==> config.mk <==
export PLATFORM = sky130hd
export DESIGN_NAME = antialiased_line_rasterizer_unit_flat
export DESIGN_NICKNAME = d
export VERILOG_FILES = /design/src/rtl/aalr_pkg.sv /design/src/rtl/aalr_if.sv /design/src/rtl/aalr_div.sv /design/src/rtl/aalr_mul.sv /design/src/rtl/antialiased_line_rasterizer_unit.sv /design/src/flat_wrapper.sv
export SDC_FILE = /design/constraint.sdc
export NUM_CORES = 2
export LEC_CHECK = 0
export CORE_MARGIN = 8
export CORE_UTILIZATION = 40
export DETAILED_ROUTE_END_ITERATION = 8
export DONT_BUFFER_PORTS = 1
export PLACE_DENSITY_LB_ADDON = 0.12
export SYNTH_ARGS = -nofsm -noshare
export SYNTH_HDL_FRONTEND = slang
export SYNTH_SLANG_ARGS = --single-unit
export TNS_END_PERCENT = 50
==> constraint.sdc <==
create_clock -name clock -period 14.62 [get_ports clock]
set_clock_uncertainty 0.15 [all_clocks]
set_input_delay 2.924 -clock clock [delete_from_list [all_inputs] [get_ports clock]]
set_output_delay 2.924 -clock clock [all_outputs]
set_load 0.1 [all_outputs]
==> src/rtl/aalr_pkg.sv <==
package aalr_pkg;

   localparam int COORD_FRAC_BITS = 8;
   localparam int SLOPE_FRAC_BITS = 16;

   localparam int IN_W    = 21;
   localparam int PIX_W   = 14;
   localparam int COV_W   = 8;
   localparam int CFG_W   = 13;
   localparam int SLOPE_W = SLOPE_FRAC_BITS + 2;
   localparam int ICPT_W  = SLOPE_FRAC_BITS + PIX_W;
   localparam int GAP_W   = COORD_FRAC_BITS + 1;
   localparam int WFRAC_W = SLOPE_FRAC_BITS + 1;
   localparam int WEND_W  = SLOPE_FRAC_BITS + COORD_FRAC_BITS + 1;
   localparam int PROD_W  = SLOPE_W + GAP_W;
   localparam int RND_W   = PROD_W - COORD_FRAC_BITS;
   localparam int RSUM_W  = SLOPE_FRAC_BITS + COORD_FRAC_BITS + COV_W + 1;

   localparam int QUO_W     = SLOPE_FRAC_BITS + 1;
   localparam int REM_W     = IN_W;
   localparam int DVD_W     = IN_W + QUO_W;
   localparam int DIV_CNT_W = $clog2(QUO_W + 1);

   localparam int MUL_AW = SLOPE_FRAC_BITS + COORD_FRAC_BITS + 2;
   localparam int MUL_BW = COORD_FRAC_BITS + 2;
   localparam int MUL_PW = MUL_AW + MUL_BW;

   localparam int CSR_AW = 3;
   localparam int CSR_DW = 32;

   localparam logic CSR_IDX_WIDTH  = 1'b0;
   localparam logic CSR_IDX_HEIGHT = 1'b1;

   localparam logic [CFG_W-1:0]   IMAGE_SIZE_RESET = CFG_W'(1024);
   localparam logic [SLOPE_W-1:0] SLOPE_ONE = SLOPE_W'(1) << SLOPE_FRAC_BITS;
   localparam logic [WFRAC_W-1:0] WFRAC_ONE = WFRAC_W'(1) << SLOPE_FRAC_BITS;
   localparam logic [GAP_W-1:0]   GAP_ONE   = GAP_W'(1) << COORD_FRAC_BITS;
   localparam logic [MUL_BW-1:0]  COV_FULL  = MUL_BW'(255);

endpackage

==> src/rtl/aalr_if.sv <==
interface aalr_req_if;
   import aalr_pkg::*;

   logic                    valid;
   logic                    ready;
   logic                    action;
   logic signed [IN_W-1:0]  start_x;
   logic signed [IN_W-1:0]  start_y;
   logic signed [IN_W-1:0]  end_x;
   logic signed [IN_W-1:0]  end_y;

   modport source (output valid, action, start_x, start_y, end_x, end_y, input ready);
   modport sink (input valid, action, start_x, start_y, end_x, end_y, output ready);

endinterface

interface aalr_rsp_if;
   import aalr_pkg::*;

   logic                    valid;
   logic                    ready;
   logic signed [PIX_W-1:0] pixel_x;
   logic signed [PIX_W-1:0] pixel_y;
   logic [COV_W-1:0]        coverage;
   logic                    in_image;
   logic                    line_done;

   modport source (output valid, pixel_x, pixel_y, coverage, in_image, line_done, input ready);
   modport sink (input valid, pixel_x, pixel_y, coverage, in_image, line_done, output ready);

endinterface

==> src/rtl/aalr_div.sv <==
module aalr_div (
   input  logic                          clock,
   input  logic                          reset,
   input  logic                          start,
   input  logic [aalr_pkg::DVD_W-1:0]    dividend,
   input  logic [aalr_pkg::REM_W-1:0]    divisor,
   output logic                          done,
   output logic [aalr_pkg::QUO_W-1:0]    quotient
);
   import aalr_pkg::*;

   logic                 busy_ff, busy_in;
   logic                 done_ff, done_in;
   logic [REM_W-1:0]     rem_ff, rem_in;
   logic [QUO_W-1:0]     acc_ff, acc_in;
   logic [DIV_CNT_W-1:0] count_ff, count_in;
   logic [REM_W:0]       trial;
   logic [REM_W:0]       diff;

   assign trial = {rem_ff, acc_ff[QUO_W-1]};
   assign diff  = trial - {1'b0, divisor};

   always_comb begin
      busy_in  = busy_ff;
      done_in  = 1'b0;
      rem_in   = rem_ff;
      acc_in   = acc_ff;
      count_in = count_ff;
      if (start) begin
         rem_in   = dividend[DVD_W-1:QUO_W];
         acc_in   = dividend[QUO_W-1:0];
         count_in = DIV_CNT_W'(QUO_W);
         busy_in  = 1'b1;
      end else if (busy_ff) begin
         if (!diff[REM_W]) begin
            rem_in = diff[REM_W-1:0];
            acc_in = {acc_ff[QUO_W-2:0], 1'b1};
         end else begin
            rem_in = trial[REM_W-1:0];
            acc_in = {acc_ff[QUO_W-2:0], 1'b0};
         end
         count_in = count_ff - DIV_CNT_W'(1);
         if (count_ff == DIV_CNT_W'(1)) begin
            busy_in = 1'b0;
            done_in = 1'b1;
         end
      end
   end

   always_ff @(posedge clock) begin
      if (reset) begin
         busy_ff  <= 1'b0;
         done_ff  <= 1'b0;
         count_ff <= '0;
      end else begin
         busy_ff  <= busy_in;
         done_ff  <= done_in;
         count_ff <= count_in;
      end
      rem_ff <= rem_in;
      acc_ff <= acc_in;
   end

   assign done     = done_ff;
   assign quotient = acc_ff;

endmodule

==> src/rtl/aalr_mul.sv <==
module aalr_mul (
   input  logic                               clock,
   input  logic                               enable,
   input  logic signed [aalr_pkg::MUL_AW-1:0] op_a,
   input  logic signed [aalr_pkg::MUL_BW-1:0] op_b,
   output logic signed [aalr_pkg::MUL_PW-1:0] product
);
   import aalr_pkg::*;

   logic signed [MUL_PW-1:0] product_ff, product_in;

   always_comb begin
      product_in = product_ff;
      if (enable) begin
         product_in = MUL_PW'(op_a) * MUL_PW'(op_b);
      end
   end

   always_ff @(posedge clock) begin
      product_ff <= product_in;
   end

   assign product = product_ff;

endmodule

==> src/rtl/antialiased_line_rasterizer_unit.sv <==
// Anti-aliased line rasterizer, Wu style, fixed point.
// req_chan (valid/ready) takes transactions: action 0 starts a line from two
// Q12.8 endpoints, action 1 advances one interior column of the active line.
// rsp_chan (valid/ready) returns pixels with coverage, an in-image flag and
// a flag on the final pixel of the line. csr_* is an APB port holding image
// width (0x0) and image height (0x4); pready is tied high.
// A start runs the accepting cycle, 5 set-up steps, a shift-subtract divide
// for the gradient (17 steps, then its done flag), then per endpoint four
// steps for column and intercept and three steps per pixel through the one
// shared multiplier. It gives four pixels. A line with no extent along its
// major axis skips the divide. An advance gives two pixels, each pixel
// going once through the shared multiplier for its coverage. An advance
// with no active line is taken and gives nothing.
// req_chan.ready is high only while the sequencer is idle. One output
// register holds the latest pixel; while rsp_chan stalls, the sequencer
// waits on it, and a new transaction may still be taken while it is full.
// Reset clears the active line, empties the output register and sets both
// image sizes to 1024.
module antialiased_line_rasterizer_unit (
   input  logic                          clock,
   input  logic                          reset,
   aalr_req_if.sink                      req_chan,
   aalr_rsp_if.source                    rsp_chan,
   input  logic                          csr_psel,
   input  logic                          csr_penable,
   input  logic                          csr_pwrite,
   input  logic [aalr_pkg::CSR_AW-1:0]   csr_paddr,
   input  logic [aalr_pkg::CSR_DW-1:0]   csr_pwdata,
   output logic [aalr_pkg::CSR_DW-1:0]   csr_prdata,
   output logic                          csr_pready
);
   import aalr_pkg::*;

   localparam logic [3:0] ST_IDLE   = 4'd0;
   localparam logic [3:0] ST_ABS    = 4'd1;
   localparam logic [3:0] ST_SWAP   = 4'd2;
   localparam logic [3:0] ST_ORDER  = 4'd3;
   localparam logic [3:0] ST_DIFF   = 4'd4;
   localparam logic [3:0] ST_DSTART = 4'd5;
   localparam logic [3:0] ST_DIV    = 4'd6;
   localparam logic [3:0] ST_COL    = 4'd7;
   localparam logic [3:0] ST_DXC    = 4'd8;
   localparam logic [3:0] ST_RND    = 4'd9;
   localparam logic [3:0] ST_YEND   = 4'd10;
   localparam logic [3:0] ST_PW     = 4'd11;
   localparam logic [3:0] ST_PS     = 4'd12;
   localparam logic [3:0] ST_POUT   = 4'd13;

   localparam int F = COORD_FRAC_BITS;
   localparam int S = SLOPE_FRAC_BITS;

   localparam logic [IN_W:0]     COL_HALF    = (IN_W + 1)'(1) << (F - 1);
   localparam logic [IN_W:0]     COL_HALF_LO = COL_HALF - (IN_W + 1)'(1);
   localparam logic [PROD_W-1:0] RND_HALF    = PROD_W'(1) << (F - 1);
   localparam logic [RSUM_W-1:0] RSUM_INT    = RSUM_W'(1) << (S - 1);
   localparam logic [RSUM_W-1:0] RSUM_END    = RSUM_W'(1) << (S + F - 1);

   logic [3:0]           state_ff, state_in;
   logic [CFG_W-1:0]     width_ff, width_in;
   logic [CFG_W-1:0]     height_ff, height_in;

   logic [IN_W-1:0]      x0_ff, x0_in, y0_ff, y0_in;
   logic [IN_W-1:0]      x1_ff, x1_in, y1_ff, y1_in;
   logic [IN_W-1:0]      span_a_ff, span_a_in;
   logic [IN_W-1:0]      span_b_ff, span_b_in;
   logic                 dyneg_ff, dyneg_in;

   logic                 line_active_ff, line_active_in;
   logic                 steep_ff, steep_in;
   logic [SLOPE_W-1:0]   slope_ff, slope_in;
   logic [ICPT_W-1:0]    intercept_ff, intercept_in;
   logic [PIX_W-1:0]     column_now_ff, column_now_in;
   logic [PIX_W-1:0]     column_last_ff, column_last_in;

   logic                 ep_ff, ep_in;
   logic                 half_ff, half_in;
   logic                 interior_ff, interior_in;
   logic                 none_ff, none_in;
   logic [PIX_W-1:0]     col_ff, col_in;
   logic [GAP_W-1:0]     gap_ff, gap_in;
   logic [RND_W-1:0]     rnd_ff, rnd_in;
   logic [ICPT_W-1:0]    cur_ff, cur_in;

   logic                 rsp_valid_ff, rsp_valid_in;
   logic [PIX_W-1:0]     pixel_x_ff, pixel_x_in;
   logic [PIX_W-1:0]     pixel_y_ff, pixel_y_in;
   logic [COV_W-1:0]     coverage_ff, coverage_in;
   logic                 in_image_ff, in_image_in;
   logic                 line_done_ff, line_done_in;

   logic                 req_fire;
   logic                 out_free;
   logic                 csr_write;
   logic [IN_W-1:0]      xe, ye;
   logic [IN_W:0]        dx_p, dx_n, dy_p, dy_n;
   logic [IN_W:0]        col_sum;
   logic [F-1:0]         gap_raw;
   logic [GAP_W-1:0]     dxc;
   logic [S-1:0]         fy;
   logic [WFRAC_W-1:0]   wfrac;
   logic [PROD_W-1:0]    rnd_sum;
   logic [ICPT_W-1:0]    ye_ext;
   logic [ICPT_W-1:0]    slope_ext;
   logic [PIX_W:0]       row;
   logic [PIX_W:0]       colx;
   logic [PIX_W:0]       px, py;
   logic                 in_img;
   logic [RSUM_W-1:0]    rsum;
   logic [COV_W:0]       cov9;
   logic [COV_W-1:0]     cov8;
   logic                 last_col;
   logic                 done_bit;

   logic                 div_start;
   logic [DVD_W-1:0]     div_dividend;
   logic                 div_done;
   logic [QUO_W-1:0]     div_quotient;

   logic                     mul_en;
   logic signed [MUL_AW-1:0] mul_a;
   logic signed [MUL_BW-1:0] mul_b;
   logic signed [MUL_PW-1:0] mul_p;

   aalr_div u_div (
      .clock    (clock),
      .reset    (reset),
      .start    (div_start),
      .dividend (div_dividend),
      .divisor  (span_a_ff),
      .done     (div_done),
      .quotient (div_quotient)
   );

   aalr_mul u_mul (
      .clock   (clock),
      .enable  (mul_en),
      .op_a    (mul_a),
      .op_b    (mul_b),
      .product (mul_p)
   );

   assign req_fire  = req_chan.valid && (state_ff == ST_IDLE);
   assign out_free  = !rsp_valid_ff || rsp_chan.ready;
   assign csr_write = csr_psel && csr_penable && csr_pwrite;

   assign xe = ep_ff ? x1_ff : x0_ff;
   assign ye = ep_ff ? y1_ff : y0_ff;

   assign dx_p = {x1_ff[IN_W-1], x1_ff} - {x0_ff[IN_W-1], x0_ff};
   assign dx_n = {x0_ff[IN_W-1], x0_ff} - {x1_ff[IN_W-1], x1_ff};
   assign dy_p = {y1_ff[IN_W-1], y1_ff} - {y0_ff[IN_W-1], y0_ff};
   assign dy_n = {y0_ff[IN_W-1], y0_ff} - {y1_ff[IN_W-1], y1_ff};

   assign col_sum = {xe[IN_W-1], xe} + (xe[IN_W-1] ? COL_HALF_LO : COL_HALF);
   assign gap_raw = {~xe[F-1], xe[F-2:0]};
   assign dxc     = {col_ff[0], {F{1'b0}}} - xe[F:0];

   assign fy    = cur_ff[S-1:0];
   assign wfrac = half_ff ? {1'b0, fy} : WFRAC_ONE - {1'b0, fy};

   assign rnd_sum   = mul_p[PROD_W-1:0] + RND_HALF;
   assign ye_ext    = {{(ICPT_W - IN_W){ye[IN_W-1]}}, ye} << (S - F);
   assign slope_ext = {{(ICPT_W - SLOPE_W){slope_ff[SLOPE_W-1]}}, slope_ff};

   assign row  = {cur_ff[ICPT_W-1], cur_ff[ICPT_W-1:S]} + {{PIX_W{1'b0}}, half_ff};
   assign colx = {col_ff[PIX_W-1], col_ff};
   assign px   = steep_ff ? row : colx;
   assign py   = steep_ff ? colx : row;

   assign in_img = !px[PIX_W] && (px[PIX_W-1:0] < {1'b0, width_ff}) &&
                   !py[PIX_W] && (py[PIX_W-1:0] < {1'b0, height_ff});

   assign rsum = mul_p[RSUM_W-1:0] + (interior_ff ? RSUM_INT : RSUM_END);
   assign cov9 = interior_ff ? rsum[S+COV_W:S] : rsum[S+F+COV_W:S+F];
   assign cov8 = cov9[COV_W] ? {COV_W{1'b1}} : cov9[COV_W-1:0];

   assign last_col = $signed(column_now_ff) >= $signed(column_last_ff);
   assign done_bit = half_ff && (interior_ff ? last_col : (ep_ff && none_ff));

   always_comb begin
      state_in       = state_ff;
      width_in       = width_ff;
      height_in      = height_ff;
      x0_in          = x0_ff;
      y0_in          = y0_ff;
      x1_in          = x1_ff;
      y1_in          = y1_ff;
      span_a_in      = span_a_ff;
      span_b_in      = span_b_ff;
      dyneg_in       = dyneg_ff;
      line_active_in = line_active_ff;
      steep_in       = steep_ff;
      slope_in       = slope_ff;
      intercept_in   = intercept_ff;
      column_now_in  = column_now_ff;
      column_last_in = column_last_ff;
      ep_in          = ep_ff;
      half_in        = half_ff;
      interior_in    = interior_ff;
      none_in        = none_ff;
      col_in         = col_ff;
      gap_in         = gap_ff;
      rnd_in         = rnd_ff;
      cur_in         = cur_ff;
      rsp_valid_in   = rsp_valid_ff && !rsp_chan.ready;
      pixel_x_in     = pixel_x_ff;
      pixel_y_in     = pixel_y_ff;
      coverage_in    = coverage_ff;
      in_image_in    = in_image_ff;
      line_done_in   = line_done_ff;
      div_start      = 1'b0;
      div_dividend   = DVD_W'({span_b_ff, {S{1'b0}}}) + DVD_W'(span_a_ff >> 1);
      mul_en         = 1'b0;
      mul_a          = '0;
      mul_b          = '0;

      if (csr_write) begin
         if (csr_paddr[CSR_AW-1] == CSR_IDX_WIDTH) begin
            width_in = csr_pwdata[CFG_W-1:0];
         end else begin
            height_in = csr_pwdata[CFG_W-1:0];
         end
      end

      case (state_ff)
         ST_IDLE: begin
            if (req_fire) begin
               if (!req_chan.action) begin
                  x0_in       = req_chan.start_x;
                  y0_in       = req_chan.start_y;
                  x1_in       = req_chan.end_x;
                  y1_in       = req_chan.end_y;
                  ep_in       = 1'b0;
                  half_in     = 1'b0;
                  interior_in = 1'b0;
                  state_in    = ST_ABS;
               end else if (line_active_ff) begin
                  col_in      = column_now_ff;
                  cur_in      = intercept_ff;
                  half_in     = 1'b0;
                  interior_in = 1'b1;
                  state_in    = ST_PS;
               end
            end
         end
         ST_ABS: begin
            span_a_in = dx_p[IN_W] ? dx_n[IN_W-1:0] : dx_p[IN_W-1:0];
            span_b_in = dy_p[IN_W] ? dy_n[IN_W-1:0] : dy_p[IN_W-1:0];
            state_in  = ST_SWAP;
         end
         ST_SWAP: begin
            steep_in = span_b_ff > span_a_ff;
            if (span_b_ff > span_a_ff) begin
               x0_in = y0_ff;
               y0_in = x0_ff;
               x1_in = y1_ff;
               y1_in = x1_ff;
            end
            state_in = ST_ORDER;
         end
         ST_ORDER: begin
            if ($signed(x0_ff) > $signed(x1_ff)) begin
               x0_in = x1_ff;
               y0_in = y1_ff;
               x1_in = x0_ff;
               y1_in = y0_ff;
            end
            state_in = ST_DIFF;
         end
         ST_DIFF: begin
            span_a_in = dx_p[IN_W-1:0];
            dyneg_in  = dy_p[IN_W];
            span_b_in = dy_p[IN_W] ? dy_n[IN_W-1:0] : dy_p[IN_W-1:0];
            state_in  = ST_DSTART;
         end
         ST_DSTART: begin
            if (span_a_ff == '0) begin
               slope_in = SLOPE_ONE;
               state_in = ST_COL;
            end else begin
               div_start = 1'b1;
               state_in  = ST_DIV;
            end
         end
         ST_DIV: begin
            if (div_done) begin
               slope_in = dyneg_ff ? SLOPE_W'(-{1'b0, div_quotient})
                                   : SLOPE_W'({1'b0, div_quotient});
               state_in = ST_COL;
            end
         end
         ST_COL: begin
            col_in   = col_sum[IN_W:F];
            gap_in   = ep_ff ? {1'b0, gap_raw} : GAP_ONE - {1'b0, gap_raw};
            state_in = ST_DXC;
         end
         ST_DXC: begin
            mul_en = 1'b1;
            mul_a  = {{(MUL_AW - SLOPE_W){slope_ff[SLOPE_W-1]}}, slope_ff};
            mul_b  = {{(MUL_BW - GAP_W){dxc[GAP_W-1]}}, dxc};
            if (!ep_ff) begin
               column_now_in = col_ff + PIX_W'(1);
            end else begin
               none_in        = !($signed(column_now_ff) < $signed(col_ff));
               column_last_in = col_ff - PIX_W'(1);
            end
            state_in = ST_RND;
         end
         ST_RND: begin
            rnd_in   = rnd_sum[PROD_W-1:F];
            state_in = ST_YEND;
         end
         ST_YEND: begin
            cur_in   = ye_ext + {{(ICPT_W - RND_W){rnd_ff[RND_W-1]}}, rnd_ff};
            state_in = ST_PW;
         end
         ST_PW: begin
            mul_en = 1'b1;
            mul_a  = MUL_AW'(wfrac);
            mul_b  = MUL_BW'(gap_ff);
            if (!ep_ff && !half_ff) begin
               intercept_in = cur_ff + slope_ext;
            end
            state_in = ST_PS;
         end
         ST_PS: begin
            mul_en   = 1'b1;
            mul_a    = interior_ff ? MUL_AW'(wfrac) : MUL_AW'(mul_p[WEND_W-1:0]);
            mul_b    = COV_FULL;
            state_in = ST_POUT;
         end
         ST_POUT: begin
            if (out_free) begin
               rsp_valid_in = 1'b1;
               pixel_x_in   = px[PIX_W-1:0];
               pixel_y_in   = py[PIX_W-1:0];
               coverage_in  = cov8;
               in_image_in  = in_img;
               line_done_in = done_bit;
               if (!half_ff) begin
                  half_in  = 1'b1;
                  state_in = interior_ff ? ST_PS : ST_PW;
               end else if (interior_ff) begin
                  intercept_in  = intercept_ff + slope_ext;
                  column_now_in = column_now_ff + PIX_W'(1);
                  if (last_col) begin
                     line_active_in = 1'b0;
                  end
                  state_in = ST_IDLE;
               end else if (!ep_ff) begin
                  ep_in    = 1'b1;
                  half_in  = 1'b0;
                  state_in = ST_COL;
               end else begin
                  line_active_in = !none_ff;
                  state_in       = ST_IDLE;
               end
            end
         end
         default: begin
            state_in = ST_IDLE;
         end
      endcase
   end

   always_ff @(posedge clock) begin
      if (reset) begin
         state_ff       <= ST_IDLE;
         width_ff       <= IMAGE_SIZE_RESET;
         height_ff      <= IMAGE_SIZE_RESET;
         line_active_ff <= 1'b0;
         rsp_valid_ff   <= 1'b0;
         ep_ff          <= 1'b0;
         half_ff        <= 1'b0;
         interior_ff    <= 1'b0;
      end else begin
         state_ff       <= state_in;
         width_ff       <= width_in;
         height_ff      <= height_in;
         line_active_ff <= line_active_in;
         rsp_valid_ff   <= rsp_valid_in;
         ep_ff          <= ep_in;
         half_ff        <= half_in;
         interior_ff    <= interior_in;
      end
      x0_ff          <= x0_in;
      y0_ff          <= y0_in;
      x1_ff          <= x1_in;
      y1_ff          <= y1_in;
      span_a_ff      <= span_a_in;
      span_b_ff      <= span_b_in;
      dyneg_ff       <= dyneg_in;
      steep_ff       <= steep_in;
      slope_ff       <= slope_in;
      intercept_ff   <= intercept_in;
      column_now_ff  <= column_now_in;
      column_last_ff <= column_last_in;
      none_ff        <= none_in;
      col_ff         <= col_in;
      gap_ff         <= gap_in;
      rnd_ff         <= rnd_in;
      cur_ff         <= cur_in;
      pixel_x_ff     <= pixel_x_in;
      pixel_y_ff     <= pixel_y_in;
      coverage_ff    <= coverage_in;
      in_image_ff    <= in_image_in;
      line_done_ff   <= line_done_in;
   end

   assign req_chan.ready     = (state_ff == ST_IDLE);
   assign rsp_chan.valid     = rsp_valid_ff;
   assign rsp_chan.pixel_x   = pixel_x_ff;
   assign rsp_chan.pixel_y   = pixel_y_ff;
   assign rsp_chan.coverage  = coverage_ff;
   assign rsp_chan.in_image  = in_image_ff;
   assign rsp_chan.line_done = line_done_ff;

   assign csr_pready = 1'b1;
   assign csr_prdata = (csr_paddr[CSR_AW-1] == CSR_IDX_HEIGHT) ?
                       CSR_DW'(height_ff) : CSR_DW'(width_ff);

endmodule
==> src/flat_wrapper.sv <==
// flat-port wrapper written by rule: the top's interface ports become plain ports
module antialiased_line_rasterizer_unit_flat import aalr_pkg::*;
  (clock, reset, csr_psel, csr_penable, csr_pwrite, csr_paddr, csr_pwdata, csr_prdata, csr_pready, req_chan_valid, req_chan_action, req_chan_start_x, req_chan_start_y, req_chan_end_x, req_chan_end_y, req_chan_ready, rsp_chan_valid, rsp_chan_pixel_x, rsp_chan_pixel_y, rsp_chan_coverage, rsp_chan_in_image, rsp_chan_line_done, rsp_chan_ready);
  aalr_req_if req_chan_i ();
  aalr_rsp_if rsp_chan_i ();
  input  logic clock;
  input  logic reset;
  input  logic csr_psel;
  input  logic csr_penable;
  input  logic csr_pwrite;
  input  logic [aalr_pkg::CSR_AW-1:0] csr_paddr;
  input  logic [aalr_pkg::CSR_DW-1:0] csr_pwdata;
  output logic [aalr_pkg::CSR_DW-1:0] csr_prdata;
  output logic csr_pready;
  input wire logic [$bits(req_chan_i.valid)-1:0] req_chan_valid;
  input wire logic [$bits(req_chan_i.action)-1:0] req_chan_action;
  input wire logic [$bits(req_chan_i.start_x)-1:0] req_chan_start_x;
  input wire logic [$bits(req_chan_i.start_y)-1:0] req_chan_start_y;
  input wire logic [$bits(req_chan_i.end_x)-1:0] req_chan_end_x;
  input wire logic [$bits(req_chan_i.end_y)-1:0] req_chan_end_y;
  output wire logic [$bits(req_chan_i.ready)-1:0] req_chan_ready;
  output wire logic [$bits(rsp_chan_i.valid)-1:0] rsp_chan_valid;
  output wire logic [$bits(rsp_chan_i.pixel_x)-1:0] rsp_chan_pixel_x;
  output wire logic [$bits(rsp_chan_i.pixel_y)-1:0] rsp_chan_pixel_y;
  output wire logic [$bits(rsp_chan_i.coverage)-1:0] rsp_chan_coverage;
  output wire logic [$bits(rsp_chan_i.in_image)-1:0] rsp_chan_in_image;
  output wire logic [$bits(rsp_chan_i.line_done)-1:0] rsp_chan_line_done;
  input wire logic [$bits(rsp_chan_i.ready)-1:0] rsp_chan_ready;
  assign req_chan_i.valid = req_chan_valid;
  assign req_chan_i.action = req_chan_action;
  assign req_chan_i.start_x = req_chan_start_x;
  assign req_chan_i.start_y = req_chan_start_y;
  assign req_chan_i.end_x = req_chan_end_x;
  assign req_chan_i.end_y = req_chan_end_y;
  assign req_chan_ready = req_chan_i.ready;
  assign rsp_chan_valid = rsp_chan_i.valid;
  assign rsp_chan_pixel_x = rsp_chan_i.pixel_x;
  assign rsp_chan_pixel_y = rsp_chan_i.pixel_y;
  assign rsp_chan_coverage = rsp_chan_i.coverage;
  assign rsp_chan_in_image = rsp_chan_i.in_image;
  assign rsp_chan_line_done = rsp_chan_i.line_done;
  assign rsp_chan_i.ready = rsp_chan_ready;
  antialiased_line_rasterizer_unit u_core (.clock(clock), .reset(reset), .req_chan(req_chan_i), .rsp_chan(rsp_chan_i), .csr_psel(csr_psel), .csr_penable(csr_penable), .csr_pwrite(csr_pwrite), .csr_paddr(csr_paddr), .csr_pwdata(csr_pwdata), .csr_prdata(csr_prdata), .csr_pready(csr_pready));
endmodule
==> flow_metrics.tcl <==
set metrics [dict create \
    outcome "completed" \
    clk_latency_ps 630 \
    slowest_stage "clkinv_1" \
    postLayoutCellArea_um2 42200 \
    maxCapViolCount 0 \
    cts_tree "built" \
    end_kind "register" \
    cts_num_sinks 428 \
    via_count 30400 \
    max-vdd-ir-drop_v 0.000107 \
    die_area_um2 108000 \
    first_iter_violations 2345 \
    io_buffer_count 0 \
    cp_common_cell "fa_1" \
    hold_viol_final 0 \
    grt_pass1_vias 29400 \
    drc 0 \
    cts_max_level 2 \
    core_um2 96900 \
    maxSlewHeadroom_pct 19.8 \
    cts_root_buffer "clkbuf_16" \
    ys_seq_area_share_pct 31.8 \
    final.setup.tns_ps 0 \
    ios 200 \
    hp-class "reg2reg" \
    worst_pin_slew_ps 1190 \
    clk_pin_slew_ps 60 \
    cts_inserted_buffers 50 \
    yosysWarnings 0 \
    power.density_nw_per_um2 171 \
    critPathMaxFanout 34 \
    die_w_um 329 \
    area_growth_pct 8.00 \
    synth-edff-count 386 \
    track_usage_pct 21.4 \
    grt_overflow 0 \
    cts_setup_buffers 0 \
    row_count 114 \
    fmax_mhz 100 \
    cts_buffer_depth 3 \
    die_h_um 329 \
    holdWs_ps 297 \
    final_cell_mix "nand2_1, inv_1, edfxtp_1" \
    detail-route-antenna-nets 0 \
    slowest_delay_ps 720 \
    place_area_um2 40500 \
    synthArstFlopShare_pct 0 \
    final_common_cell "nand2_1" \
    start_util_pct 40.4 \
    worst-setup-path-type "reg2reg" \
    ys_ff_latch 428 \
    vias_per_cell 5.47 \
    rsz0062_at_grt "false" \
    fin_crit_sh_pct 68.4 \
    netlist_instances 4308 \
    antenna_found_initial 4 \
    firstDrtPassIters 7 \
    wl_per_cell_um 21.2 \
    p_total_uw 7220 \
    worstPathArrival_ps 10320 \
    grt_pass1_wl_um 180000 \
    fin_util_pct 43.6 \
    syn_area_um2 39100 \
    cp.required_ps 14940 \
    hold_buffers 0 \
    setup.worst_path.start_class "register" \
    syn_avg_cell_area_um2 9.08 \
    leakagePower_uw 0.0172 \
    hpwl_um 92000 \
    finalWeightedCongestion 0.907 \
    ctsResizeCount 0 \
    nets 4898 \
    grt_max_degree 101 \
    finalSetupViolCount 0 \
    routed_wl_um 118000 \
    slew_viol_final 0 \
    drive_gt1_share_pct 5.52 \
    ys_types 93 \
    timing.final.crit_period_ps 10000 \
    synth_ff_type "edfxtp_1" \
]
sequential cells by signal, indices dropped and copies added (netlist names), 14 cells and up:
register                 cells
u_core.x1_ff                21
u_core.column_last_ff       14
u_core.slope_ff             18
u_core.span_b_ff            21
u_core.u_mul.product        33
u_core.span_a_ff            21
u_core.u_div.quotient       17
u_core.rsp_chan.pixel_y     14
u_core.col_ff               14
u_core.column_now_ff        14
u_core.intercept_ff         30
u_core.y0_ff                21
u_core.rnd_ff               19
u_core.y1_ff                21
u_core.rsp_chan.pixel_x     14
u_core.x0_ff                21
u_core.u_div.rem_ff         21
u_core.cur_ff               30
logic make-up (layout without fill, tap and decap cells):
family,Yosys count,after routing,synth area share (%)
DFF,428,428,31.8
xor gates and xnor gates,278,278,6.24
and+or+nand+nor,1307,1307,14.8
muxes,170,170,4.46
AOI/OAI and AO/OA,921,921,14.8
other,2,22,0.0192
buffers and inverters,666,613,6.69
adders and majority gates,536,536,21.2
through the flow:
step	cells	worst slack [ps]
floorplan	4326	6120
global placement	5459	4770
detailed placement	5459	4790
CTS	5549	4710
global route	5551	4110
finish	5551	4620
power breakdown:
| group | internal, uW | switching (uW) | leakage, uW |
|---|---|---|---|
| combinational | 1400 | 2420 | 0.0125 |
| sequential | 1740 | 316 | 0.00383 |
| clock | 805 | 542 | 0.000833 |
| total | 3940 | 3280 | 0.0172 |
per-layer routing:
layer	wire (um)	GRT usage, %
met1	56500	31.1
met2	52800	34.0
met3	6550	2.80
met4	2060	4.30
met5	0	0
worst max-delay path, delay by kind of cell, from the launching register on:
family / cells / cell delay (ps)
buf+inv: 4 / 1050
flops: 1 / 670
compound gates: 8 / 2400
xor+xnor: 1 / 150
simple gates: 9 / 2170
fa+ha+maj: 7 / 3230
path summary, 6_finish.rpt:
kind,startpoint,end,slack [ps],cells past startpoint
min reg2reg,u_core.width_ff[7],u_core.width_ff[7],300,2
max,u_core.ep_ff,u_core.u_mul.product[31],4620,29
max reg2reg,u_core.ep_ff,u_core.u_mul.product[31],4620,29
min,u_core.width_ff[7],u_core.width_ff[7],300,2
layout make-up:
| class | instances | area, um2 |
|---|---|---|
| Tap cell | 1276 | 1600 |
| Multi-Input combinational cell | 3232 | 24300 |
| Clock buffer | 58 | 1320 |
| Fill cell | 9595 | 54600 |
| Inverter | 462 | 1730 |
| Sequential cell | 428 | 12400 |
| Timing Repair Buffer | 61 | 458 |
| Antenna cell | 2 | 5.00 |
| Clock inverter | 32 | 413 |
synth_stat cells (25+ instances only):
master,n,area (um2)
nand2_1,529,1990
inv_1,459,1720
edfxtp_1,386,11600
nor2_1,363,1360
a21oi_1,330,1650
ha_1,324,4050
fa_1,212,4240
o21ai_0,211,1060
xnor2_1,182,1590
clkbuf_1,143,537
mux2i_1,143,1430
nand3_1,116,581
xor2_1,95,832
a21o_1,69,518
nor3_1,62,310
nor2b_1,61,382
dfxtp_1,42,841
nand2b_1,34,213
nand4_1,33,206
and3_1,28,175
o21bai_1,28,210
buf_1,27,101
o21a_1,26,195
mux2_2,25,282
Note: power is estimated with default switching activity, not from simulation.
